`src/rtl/dmc_pkg.sv`:
```
`default_nettype none

package dmc_pkg;

  localparam int WidthW      = 16;
  localparam int LevelCntW   = 5;
  localparam int OffsetW     = 37;
  localparam int RowW        = 20;
  localparam int SliceW      = 36;
  localparam int MulAW       = 20;
  localparam int MulBW       = 16;
  localparam int MulPW       = MulAW + MulBW;

  localparam logic [2:0] ST_OK       = 3'd0;
  localparam logic [2:0] ST_NO_FCC   = 3'd1;
  localparam logic [2:0] ST_BAD_FCC  = 3'd2;
  localparam logic [2:0] ST_NO_LIN   = 3'd3;
  localparam logic [2:0] ST_NO_LVL   = 3'd4;

  localparam logic [31:0] CODE_DXT1 = 32'h3154_5844;
  localparam logic [31:0] CODE_DXT2 = 32'h3254_5844;
  localparam logic [31:0] CODE_DXT3 = 32'h3354_5844;
  localparam logic [31:0] CODE_DXT4 = 32'h3454_5844;
  localparam logic [31:0] CODE_DXT5 = 32'h3554_5844;
  localparam logic [31:0] CODE_DX10 = 32'h3031_5844;

  localparam logic [OffsetW-1:0] BASE_OFFSET = 37'd128;
  localparam logic [OffsetW-1:0] EXT_OFFSET  = 37'd148;

  localparam logic [7:0] BLOCK_BYTES_DXT1 = 8'd8;
  localparam logic [7:0] BLOCK_BYTES_DXTN = 8'd16;

  typedef struct packed {
    logic        fourcc_present;
    logic [31:0] fourcc_code;
    logic [7:0]  pix_format;
    logic        has_linear_size;
    logic [15:0] width;
    logic [15:0] height;
    logic [4:0]  mip_count;
  } in_t;

  typedef struct packed {
    logic [2:0]  status;
    logic [3:0]  level;
    logic [36:0] level_offset;
    logic [19:0] row_size;
    logic [35:0] slice_size;
    logic        last;
  } out_t;

  // DXGI bits per pixel, 0 for formats with no entry
  function automatic logic [7:0] dxgi_bits(input logic [7:0] f);
    logic [7:0] b;
    b = 8'd0;
    if (f >= 8'd1 && f <= 8'd4) b = 8'd128;
    else if (f >= 8'd5 && f <= 8'd8) b = 8'd96;
    else if (f >= 8'd9 && f <= 8'd22) b = 8'd64;
    else if (f >= 8'd23 && f <= 8'd47) b = 8'd32;
    else if (f >= 8'd48 && f <= 8'd59) b = 8'd16;
    else if (f >= 8'd60 && f <= 8'd65) b = 8'd8;
    else if (f == 8'd66) b = 8'd1;
    else if (f >= 8'd67 && f <= 8'd69) b = 8'd32;
    else if (f >= 8'd70 && f <= 8'd72) b = 8'd4;
    else if (f >= 8'd73 && f <= 8'd78) b = 8'd8;
    else if (f >= 8'd79 && f <= 8'd81) b = 8'd4;
    else if (f >= 8'd82 && f <= 8'd84) b = 8'd8;
    else if (f >= 8'd85 && f <= 8'd86) b = 8'd16;
    else if (f >= 8'd87 && f <= 8'd93) b = 8'd32;
    else if (f >= 8'd94 && f <= 8'd99) b = 8'd8;
    else if (f >= 8'd100 && f <= 8'd101) b = 8'd32;
    else if (f == 8'd102) b = 8'd64;
    else if (f == 8'd103) b = 8'd12;
    else if (f >= 8'd104 && f <= 8'd105) b = 8'd24;
    else if (f == 8'd106) b = 8'd12;
    else if (f == 8'd107) b = 8'd32;
    else if (f >= 8'd108 && f <= 8'd109) b = 8'd64;
    else if (f == 8'd110) b = 8'd12;
    else if (f >= 8'd111 && f <= 8'd113) b = 8'd8;
    else if (f >= 8'd114 && f <= 8'd115) b = 8'd16;
    else if (f >= 8'd130 && f <= 8'd131) b = 8'd16;
    else if (f == 8'd132) b = 8'd24;
    return b;
  endfunction

endpackage

`default_nettype wire

```
`src/rtl/dmc_mul.sv`:
```
`default_nettype none

module dmc_mul (
  input  logic                       clk_i,
  input  logic [dmc_pkg::MulAW-1:0]  a_i,
  input  logic [dmc_pkg::MulBW-1:0]  b_i,
  output logic [dmc_pkg::MulPW-1:0]  p_o
);
  import dmc_pkg::*;

  logic [MulPW-1:0] p_q;

  always_ff @(posedge clk_i) begin
    p_q <= MulPW'(a_i) * MulPW'(b_i);
  end

  assign p_o = p_q;

endmodule

`default_nettype wire

```
`src/rtl/dds_mip_chain_layout.sv`:
```
`default_nettype none
// channel  | valid        | stall        | payload
// ---------+--------------+--------------+---------------------------
// input    | in_valid_i   | in_stall_o   | in_item_i  (dmc_pkg::in_t)
// output   | out_valid_o  | out_stall_i  | out_item_o (dmc_pkg::out_t)
//
// Each mip level steps through S_ROW, S_SLICE, S_LOAD on the shared 20x16
// multiplier: row (w*bpp or blocks*block bytes), slice (row*height or
// row*block rows), then load of the output register (alone on a failure).
// Reset clears the sequencer and the output valid; no clearing pass.
// Output stalls hold the sequencer only when the next result is ready.

module dds_mip_chain_layout #(
  parameter int MAX_LEVELS = 16
) (
  input  logic          clk_i,
  input  logic          rst_ni,
  input  logic          in_valid_i,
  output logic          in_stall_o,
  input  dmc_pkg::in_t  in_item_i,
  output logic          out_valid_o,
  input  logic          out_stall_i,
  output dmc_pkg::out_t out_item_o
);
  import dmc_pkg::*;

  typedef enum logic [1:0] {
    S_IDLE,
    S_ROW,
    S_SLICE,
    S_LOAD
  } state_e;

  state_e               state_q;
  logic                 ext_q;
  logic [7:0]           opb_q;
  logic [WidthW-1:0]    w_q, h_q;
  logic [LevelCntW-1:0] lvl_q, n_q;
  logic [OffsetW-1:0]   off_q;
  logic [RowW-1:0]      row_q;
  logic [2:0]           status_q;
  out_t                 out_q;
  logic                 out_valid_q;

  logic [MulAW-1:0]     mul_a;
  logic [MulBW-1:0]     mul_b;
  logic [MulPW-1:0]     mul_p;
  logic [WidthW:0]      w_p3, h_p3;
  logic [WidthW-2:0]    bw, bh;
  logic [MulPW-1:0]     p_rnd;
  logic [RowW-1:0]      row_now;
  logic                 in_acc;
  logic                 slot_free;
  logic                 load_go;
  logic                 is_last;
  logic [2:0]           dec_status;
  logic                 dec_ext;
  logic [7:0]           dec_opb;
  logic [LevelCntW-1:0] dec_n;
  logic [WidthW-1:0]    w_half, h_half;

  dmc_mul u_mul (
    .clk_i (clk_i),
    .a_i   (mul_a),
    .b_i   (mul_b),
    .p_o   (mul_p)
  );

  assign w_p3    = {1'b0, w_q} + 17'd3;
  assign h_p3    = {1'b0, h_q} + 17'd3;
  assign bw      = w_p3[WidthW:2];
  assign bh      = h_p3[WidthW:2];
  assign p_rnd   = mul_p + MulPW'(7);
  assign row_now = ext_q ? p_rnd[RowW+2:3] : mul_p[RowW-1:0];

  // while waiting to load, keep recomputing the slice so the product holds
  always_comb begin
    if (state_q == S_SLICE || state_q == S_LOAD) begin
      mul_a = (state_q == S_SLICE) ? row_now : row_q;
      mul_b = ext_q ? h_q : {1'b0, bh};
    end else begin
      mul_a = ext_q ? {4'b0, w_q} : {5'b0, bw};
      mul_b = {8'b0, opb_q};
    end
  end

  // header decode
  always_comb begin
    dec_ext = 1'b0;
    dec_opb = BLOCK_BYTES_DXTN;
    if (!in_item_i.fourcc_present) begin
      dec_status = ST_NO_FCC;
    end else if (in_item_i.fourcc_code == CODE_DXT1) begin
      dec_status = ST_OK;
      dec_opb    = BLOCK_BYTES_DXT1;
    end else if (in_item_i.fourcc_code == CODE_DXT2 ||
                 in_item_i.fourcc_code == CODE_DXT3 ||
                 in_item_i.fourcc_code == CODE_DXT4 ||
                 in_item_i.fourcc_code == CODE_DXT5) begin
      dec_status = ST_OK;
    end else if (in_item_i.fourcc_code == CODE_DX10) begin
      dec_status = ST_OK;
      dec_ext    = 1'b1;
      dec_opb    = dxgi_bits(in_item_i.pix_format);
    end else begin
      dec_status = ST_BAD_FCC;
    end
    if (dec_status == ST_OK && !in_item_i.has_linear_size) begin
      dec_status = ST_NO_LIN;
    end else if (dec_status == ST_OK && in_item_i.mip_count == '0) begin
      dec_status = ST_NO_LVL;
    end
    if (int'(in_item_i.mip_count) > MAX_LEVELS) begin
      dec_n = LevelCntW'(MAX_LEVELS);
    end else begin
      dec_n = in_item_i.mip_count;
    end
  end

  assign in_acc    = in_valid_i && (state_q == S_IDLE);
  assign slot_free = !out_valid_q || !out_stall_i;
  assign load_go   = (state_q == S_LOAD) && slot_free;
  assign is_last   = (status_q != ST_OK) || (lvl_q == n_q - 1'b1);
  assign w_half    = (w_q[WidthW-1:1] == '0) ? WidthW'(1) : {1'b0, w_q[WidthW-1:1]};
  assign h_half    = (h_q[WidthW-1:1] == '0) ? WidthW'(1) : {1'b0, h_q[WidthW-1:1]};

  always_ff @(posedge clk_i or negedge rst_ni) begin
    if (!rst_ni) begin
      state_q     <= S_IDLE;
      ext_q       <= 1'b0;
      opb_q       <= '0;
      w_q         <= WidthW'(1);
      h_q         <= WidthW'(1);
      lvl_q       <= '0;
      n_q         <= '0;
      off_q       <= '0;
      row_q       <= '0;
      status_q    <= ST_OK;
      out_q       <= '0;
      out_valid_q <= 1'b0;
    end else begin
      if (load_go) begin
        out_valid_q <= 1'b1;
      end else if (out_valid_q && !out_stall_i) begin
        out_valid_q <= 1'b0;
      end
      case (state_q)
        S_IDLE: begin
          if (in_acc) begin
            status_q <= dec_status;
            ext_q    <= dec_ext;
            opb_q    <= dec_opb;
            w_q      <= (in_item_i.width == '0) ? WidthW'(1) : in_item_i.width;
            h_q      <= (in_item_i.height == '0) ? WidthW'(1) : in_item_i.height;
            n_q      <= dec_n;
            lvl_q    <= '0;
            off_q    <= dec_ext ? EXT_OFFSET : BASE_OFFSET;
            state_q  <= (dec_status == ST_OK) ? S_ROW : S_LOAD;
          end
        end
        S_ROW: begin
          state_q <= S_SLICE;
        end
        S_SLICE: begin
          row_q   <= row_now;
          state_q <= S_LOAD;
        end
        S_LOAD: begin
          if (load_go) begin
            out_q.status <= status_q;
            out_q.last   <= is_last;
            if (status_q == ST_OK) begin
              out_q.level        <= lvl_q[3:0];
              out_q.level_offset <= off_q;
              out_q.row_size     <= row_q;
              out_q.slice_size   <= mul_p[SliceW-1:0];
            end else begin
              out_q.level        <= '0;
              out_q.level_offset <= '0;
              out_q.row_size     <= '0;
              out_q.slice_size   <= '0;
            end
            off_q <= off_q + OffsetW'(mul_p[SliceW-1:0]);
            w_q   <= w_half;
            h_q   <= h_half;
            lvl_q <= lvl_q + 1'b1;
            state_q <= is_last ? S_IDLE : S_ROW;
          end
        end
        default: begin
          state_q <= S_IDLE;
        end
      endcase
    end
  end

  assign in_stall_o  = (state_q != S_IDLE);
  assign out_valid_o = out_valid_q;
  assign out_item_o  = out_q;

  a_err_single: assert property (@(posedge clk_i) disable iff (!rst_ni)
    out_valid_o && out_item_o.status != ST_OK |-> out_item_o.last &&
      out_item_o.level == '0 && out_item_o.slice_size == '0)
    else $error("failure status not a single empty result");

  a_busy_after_accept: assert property (@(posedge clk_i) disable iff (!rst_ni)
    in_valid_i && !in_stall_o |=> in_stall_o)
    else $error("sequencer took an item without going busy");

  a_ok_offset: assert property (@(posedge clk_i) disable iff (!rst_ni)
    out_valid_o && out_item_o.status == ST_OK && out_item_o.level == '0 |->
      out_item_o.level_offset == BASE_OFFSET ||
      out_item_o.level_offset == EXT_OFFSET)
    else $error("first level offset is not a header size");

endmodule

`default_nettype wire

```
`config.mk`:
```
export PLATFORM = sky130hd
export DESIGN_NAME = dds_mip_chain_layout
export DESIGN_NICKNAME = d
export VERILOG_FILES = /design/src/rtl/dmc_pkg.sv /design/src/rtl/dmc_mul.sv /design/src/rtl/dds_mip_chain_layout.sv
export SDC_FILE = /design/constraint.sdc
export NUM_CORES = 1
export LEC_CHECK = 0
export ABC_AREA = 1
export BUFFER_PORTS_ARGS = -buffer_cell sky130_fd_sc_hd__buf_2
export CELL_PAD_IN_SITES_DETAIL_PLACEMENT = 0
export CELL_PAD_IN_SITES_GLOBAL_PLACEMENT = 1
export CORE_ASPECT_RATIO = 0.7
export CORE_MARGIN = 3
export CORE_UTILIZATION = 42
export DETAILED_ROUTE_END_ITERATION = 10
export PLACE_DENSITY = 0.78
export SLEW_MARGIN = 20
export SYNTH_ARGS = -nofsm -noshare
export SYNTH_HDL_FRONTEND = slang
export SYNTH_SLANG_ARGS = --single-unit
```
`constraint.sdc`:
```
create_clock -name clk_i -period 6.6 [get_ports clk_i]
set_clock_uncertainty 0.15 [all_clocks]
set_input_delay 0.66 -clock clk_i [delete_from_list [all_inputs] [get_ports clk_i]]
set_output_delay 0.66 -clock clk_i [all_outputs]
set_load 0.01 [all_outputs]
```
# Yosys cells after proc, flatten, opt, wreduce, memory -nomap -nowiden
# Index checks and enable logic that the tools add are counted.
[classes]
n_addsub = 6
n_mul = 1
n_div = 0
magnitude_cmp = 41
eq_ne = 19
n_shift = 0
mux = 73
bitwise = 0
n_reduce_logical = 51
[op_table]
columns = ["op", "count"]
rows = [
  ["$eq A32 B30 Y1 const B", 6],
  ["$mux W7", 21],
  ["$mux W16", 9],
  ["$le A8 B7 Y1 const B", 14],
  ["$ge A8 B7 Y1 const B", 13],
  ["$mux W97", 1],
  ["$mux W37", 2],
  ["$pmux W37 S2", 1],
  ["$pmux W16 S2", 2],
  ["$mux W20", 3],
  ["$eq A8 B7 Y1 const B", 6],
  ["$mux W5", 9],
  ["$mux W8", 5],
  ["$add A37 B36 Y37", 1],
  ["$mul A20 B16 Y36", 1],
  ["$add A16 B2 Y17 const B", 2],
  ["$logic_not A16 Y1", 2],
  ["$logic_not A15 Y1", 2],
  ["$mux W15", 2],
  ["$logic_and A1 B1 Y1", 25],
  ["$add A23 B3 Y23 const B", 1],
  ["$ge A8 B6 Y1 const B", 2],
  ["$le A8 B6 Y1 const B", 2],
  ["$mux W2", 7],
  ["other kinds (30)", 52],
]
[totals]
regBits = 251
latchBits = 0
ramBits = 0
rom_bits = 0
input_bits = 83
output_inout_bits = 103
elab_cells = 209
mem_count = 0

# Logic depth before layout (Yosys ltp)
[depth]
ltp_word = 32
mapped_depth = 37
depth_no_buf = 37

# Hierarchy
# Synthesis repeated with hierarchy kept, for this count alone.
[hier_totals]
cells_unflattened = 3654
area_unflattened_um2 = 25873.6
[by_module_without_submodules]
columns = ["module", "instances", "cells_each", "area_each_um2", "seq_area_each_um2"]
rows = [
  ["dds_mip_chain_layout", 1, 1951, 13698.1, 5357.6],
  ["dmc_mul", 1, 1703, 12175.4, 720.7],
]

# Worst setup path after synthesis
# OpenSTA, ideal clock, no wires.
[synth_timing]
path_type = "reg2reg"
from = "register state_q[0]"
to = "register u_mul.p_q[35] (netlist: u_mul.p_o[35])"
setup_ps = 112
arrival_ps = 6190
t_required_ps = 6338
slack_ps = 148
path_stages_with_launch = 30
path_buffers = 2
synth_period_minus_slack_ps = 6452
cell_sequence = "dfrtp_1 -> ha_1 -> buf_4 -> nor2_4 -> clkinv_1 -> buf_2 -> a21oi_1 -> nand2_1 -> nand2_2 -> nand2_1 -> fa_1 -> inv_1 -> fa_1 -> inv_1 -> fa_1 -> inv_1 -> fa_1 -> fa_1 -> inv_1 -> fa_1 -> inv_1 -> ha_1 -> a21oi_1 -> o21ai_0 -> a21oi_1 -> nand2_1 -> nand2_1 -> nand2_1 -> nand2_1 -> nand2_1"
[synth_between]
elab_chain_len = 4
word_cells_on_any_way = 7
classes_between = "mul (1); eq/ne (2); mux (3); reduce/logical (1)"
[synth_rtl]
columns = ["item", "line", "rtl"]
rows = [
  ["start, declared", "dds_mip_chain_layout.sv:34", "state_e state_q;"],
  ["start signal, assigned", "dds_mip_chain_layout.sv:158", "state_q <= (dec_status == ST_OK) ? S_ROW : S_LOAD;"],
  ["start signal, assigned", "dds_mip_chain_layout.sv:187", "state_q <= is_last ? S_IDLE : S_ROW;"],
  ["$eq A2 B2 Y1, on equally long branches", "dds_mip_chain_layout.sv:78, dds_mip_chain_layout.sv:79", ""],
  ["$mux W20 / $logic_or A1 B1 Y1 (equally long branches)", "--", ""],
  ["$mux W20 / $mux W16 (equally long branches)", "dds_mip_chain_layout.sv:78", "if (state_q == S_SLICE || state_q == S_LOAD) begin"],
  ["$mul A20 B16 Y36 *", "dmc_mul.sv:14", "p_q <= MulPW'(a_i) * MulPW'(b_i);"],
  ["end signal, assigned", "dmc_mul.sv:14", ""],
  ["end, declared", "dmc_mul.sv:11", "logic [MulPW-1:0] p_q;"],
]
# Every way passes the cells marked *; elsewhere a longest branch is shown, timed or not.
# A chain may end at the register's enable or synchronous reset.

# Worst setup path in the final report
[layout_timing]
from = "register w_q[0]"
to = "register u_mul.p_q[18] (netlist: u_mul.p_o[18])"
[layout_between]
elab_chain_len = 4
[layout_rtl]
columns = ["item", "line", "rtl"]
rows = [
  ["start, declared", "dds_mip_chain_layout.sv:37", "logic [WidthW-1:0] w_q, h_q;"],
  ["start signal, assigned", "dds_mip_chain_layout.sv:132", "w_q <= WidthW'(1);"],
  ["start signal, assigned", "dds_mip_chain_layout.sv:153", "w_q <= (in_item_i.width == '0) ? WidthW'(1) : in_item_i.width;"],
  ["start signal, assigned", "dds_mip_chain_layout.sv:184", "w_q <= w_half;"],
  ["$add A16 B2 Y17", "dds_mip_chain_layout.sv:69", "assign w_p3 = {1'b0, w_q} + 17'd3;"],
  ["$mux W16 *", "dds_mip_chain_layout.sv:82", "mul_a = ext_q ? {4'b0, w_q} : {5'b0, bw};"],
  ["$mux W20 *", "dds_mip_chain_layout.sv:78", ""],
  ["$mul A20 B16 Y36 *", "dmc_mul.sv:14", ""],
]
# Marks and branches as above.

==> flow_metrics.py <==
metrics = {
    "status": {
        "status": "finished with violations",
        "violations": "negative setup slack",
    },
    "timing": {
        "finalWorstSetupSlack_ns": -0.250,
        "rsz0062_at_grt": "yes",
        "finalMaxSlewViolations": 0,
        "finalSetupViolCount": 22,
        "max_slew_margin_pct": 27.5,
        "min_period_ns": 6.85,
        "hold_slack_ns": 0.00857,
        "hold_viol_final": 0,
        "max_freq_ghz": 0.146,
        "tightest_slew_ns": 1.08,
        "final.period_utilization_pct": 104,
    },
    "die": {
        "die_height_um": 211,
        "num_io_pins": 186,
        "die-area_um2": 63100,
        "initial_core_util_pct": 42.8,
        "die_w_um": 299,
        "core_area_um2": 58900,
        "core.rowCount": 74,
    },
    "critical_path": {
        "worstPathArrival_ns": 7.13,
        "crit_required_ns": 6.88,
        "cpPeakStageDelay_ns": 0.55,
        "criticalPathCategory": "reg2reg",
        "path_common_cell": "fa_1",
        "end_kind": "register",
        "r2r-start": "w_q[0]",
        "setup.reg_to_reg.worst_slack_ns": -0.25,
        "cp_slowest_cell": "fa_1",
        "startpoint_type": "register",
        "rr_worst_depth": 31,
        "crit_path_max_fanout": 7,
        "rr_endpoint": "u_mul.p_o[18]",
    },
    "synthesis": {
        "synthArstFlopShare_pct": 85.6,
        "yosysUniqueCellTypes": 63,
        "ys_seq_area_share_pct": 24.1,
        "synth_edf_count": 0,
        "ys_dominant_reg_cell": "dfrtp_1",
        "syn_nets": 3770,
        "syn_area_um2": 25200,
        "synth_warnings": 0,
        "synth_area_per_cell_um2": 7.68,
        "ys_ff_latch": 250,
        "syn_inst": 3286,
    },
    "grt": {
        "grt_usage_pct": 31.6,
        "grt_max_degree": 109,
        "grt_overflow": 0,
        "grt_pass1_vias": 25058,
        "antenna_found_initial": 3,
        "grt_first_pass_wirelength_um": 152000,
    },
    "cells_and_area": {
        "drive_gt1_share_pct": 29.0,
        "nets": 4433,
        "layout_common_cells": "nand2_1 (613), inv_1 (538), buf_4 (465), nor2_1 (270), fa_1 (234)",
        "nFillCells": 5509,
        "mostFrequentLayoutCell": "nand2_1",
        "diodes": 0,
        "area.growth.synth_to_final_pct": 34.3,
    },
    "placement": {
        "place_congestion": 1.04,
        "hpwl_um": 84300,
        "port_buffers": 185,
        "dp_worst_setup_slack_ns": -0.821,
    },
    "drt": {
        "ant_nets": 0,
        "drc": 0,
        "topRoutingLayerUsed": "met5",
        "routed_wl_um": 102000,
        "post_drt_wl_per_cell_um": 21.4,
        "vias": 25616,
        "route.met2.wl_um": 41800,
        "vias_per_cell": 5.38,
        "drt-met1-wl_um": 46900,
        "dr.first_iter.drc_count": 2623,
        "wl_met3_um": 11600,
        "dr.pass1.iters": 8,
    },
    "cts": {
        "clk_path_buf_depth": 3,
        "path_clk_slew_ns": 0.07,
        "root_buffer": "clkbuf_16",
        "cts.sinks": 250,
        "htreeDepth": 1,
        "cts_buffers": 24,
        "cts_tree": "done",
        "hold_buffers": 0,
        "clkLatencyLatePin_ns": 0.56,
    },
    "job": {
        "drv_cap": 0,
    },
    "worst_hold_path": {
        "min_path_type": "in2async",
    },
}
==> area by class of cell <==
type | instances | area, um2 | share of cell area (%)
multi-input cells | 2334 | 17900 | 52.9
repair buffers | 735 | 5740 | 17.0
well taps | 798 | 998 | 2.95
clock buffers | 31 | 658 | 1.94
flip-flops and latches | 250 | 6090 | 18.0
clock inverters | 13 | 171 | 0.506
inverters | 604 | 2300 | 6.80
==> flip-flops by register name (all words and copies together), names as in the netlist <==
register	count
ext_q	1
w_q	16
lvl_q	5
opb_q	7
h_q	16
status_q	3
out_valid_o	1
state_q	2
row_q	20
u_mul.p_o	36
out_item_o	101
off_q	37
n_q	5
==> cells by family after synthesis <==
| kind of cell | synth area share (%) |
|---|---|
| fa+ha+maj | 27.4 |
| simple gates | 23.4 |
| compound gates | 12.7 |
| flops | 24.1 |
| xor+xnor | 1.39 |
| buf+inv | 11.1 |
==> layer usage <==
layer,GRT usage [%],vias up
li1,-,11873
met4,4.92,6
met2,44.7,1113
met5,0,-
met1,48.2,12511
met3,9.47,113
==> how the worst max path moves through the flow <==
| stage | slack, ns | to | from | cells past startpoint |
|---|---|---|---|---|
| 6_report | -0.25 | u_mul.p_o[18] | w_q[0] | 31 |
| 5_1_grt | -0.45 | u_mul.p_o[30] | w_q[0] | 33 |
| 4_1_cts | -0.24 | u_mul.p_o[32] | w_q[0] | 32 |
| 3_5_place_dp | -0.82 | u_mul.p_o[24] | w_q[0] | 30 |
| 3_3_place_gp | -0.80 | u_mul.p_o[24] | state_q[0] | 34 |
| 2_1_floorplan | 0.15 | u_mul.p_o[35] | state_q[0] | 29 |
==> worst max-delay path, delay by kind of cell, from the launching register on <==
| family | cells | cell delay, ns |
|---|---|---|
| buf+inv | 10 | 0.98 |
| simple gates | 8 | 0.72 |
| flops | 1 | 0.54 |
| xor+xnor | 2 | 0.32 |
| compound gates | 4 | 0.68 |
| fa+ha+maj | 7 | 3.31 |
==> timing repair <==
action	in CTS	in global routing
gates cloned	0	3
setup endpoints to repair	27	26
pin swaps	133	166
resized for setup	226	235
setup buffers	36	53
hold endpoints to repair	0	0
==> cells in the mapped netlist (7+ instances only) <==
master	number	area, um2
o211ai_1	11	82.6
o21ai_2	7	61.3
nor2_4	8	90.1
o21ai_0	201	1010
inv_1	585	2200
dfxtp_1	36	721
nor2_2	8	50.1
nor4_1	19	119
nor2_1	305	1140
a32o_1	38	380
nand4_1	45	282
nor3_1	30	150
a31oi_1	9	56.3
o21ai_1	12	60.1
o21bai_1	13	97.6
o22ai_1	16	100
xor2_1	34	298
buf_6	8	90.1
fa_1	251	5020
buf_4	15	113
ha_1	150	1880
nand2_2	21	131
o221ai_1	14	123
dfrtp_1	212	5310
a21oi_1	162	811
buf_2	36	180
clkbuf_1	36	135
nand2_1	670	2510
inv_2	17	63.8
a22oi_1	17	128
nand3_1	229	1150
==> metrics by stage <==
step / cells / setup TNS [ns] / utilization (%) / area [um2]
3_3_place_gp: 4635 / -12.51 / 51.7 / 30400
2_1_floorplan: 3286 / 0 / - / 25200
4_1_cts: 4713 / -4.21 / 55.1 / 32400
3_5_place_dp: 4635 / -13.54 / 51.7 / 30400
5_1_grt: 4765 / -8.65 / 57.5 / 33900
6_report: 4765 / -3.81 / 57.5 / 33900
Power is left out: the tool's default activity adds up to more than one toggle a clock period on the data nets, which glitch-free logic cannot reach.
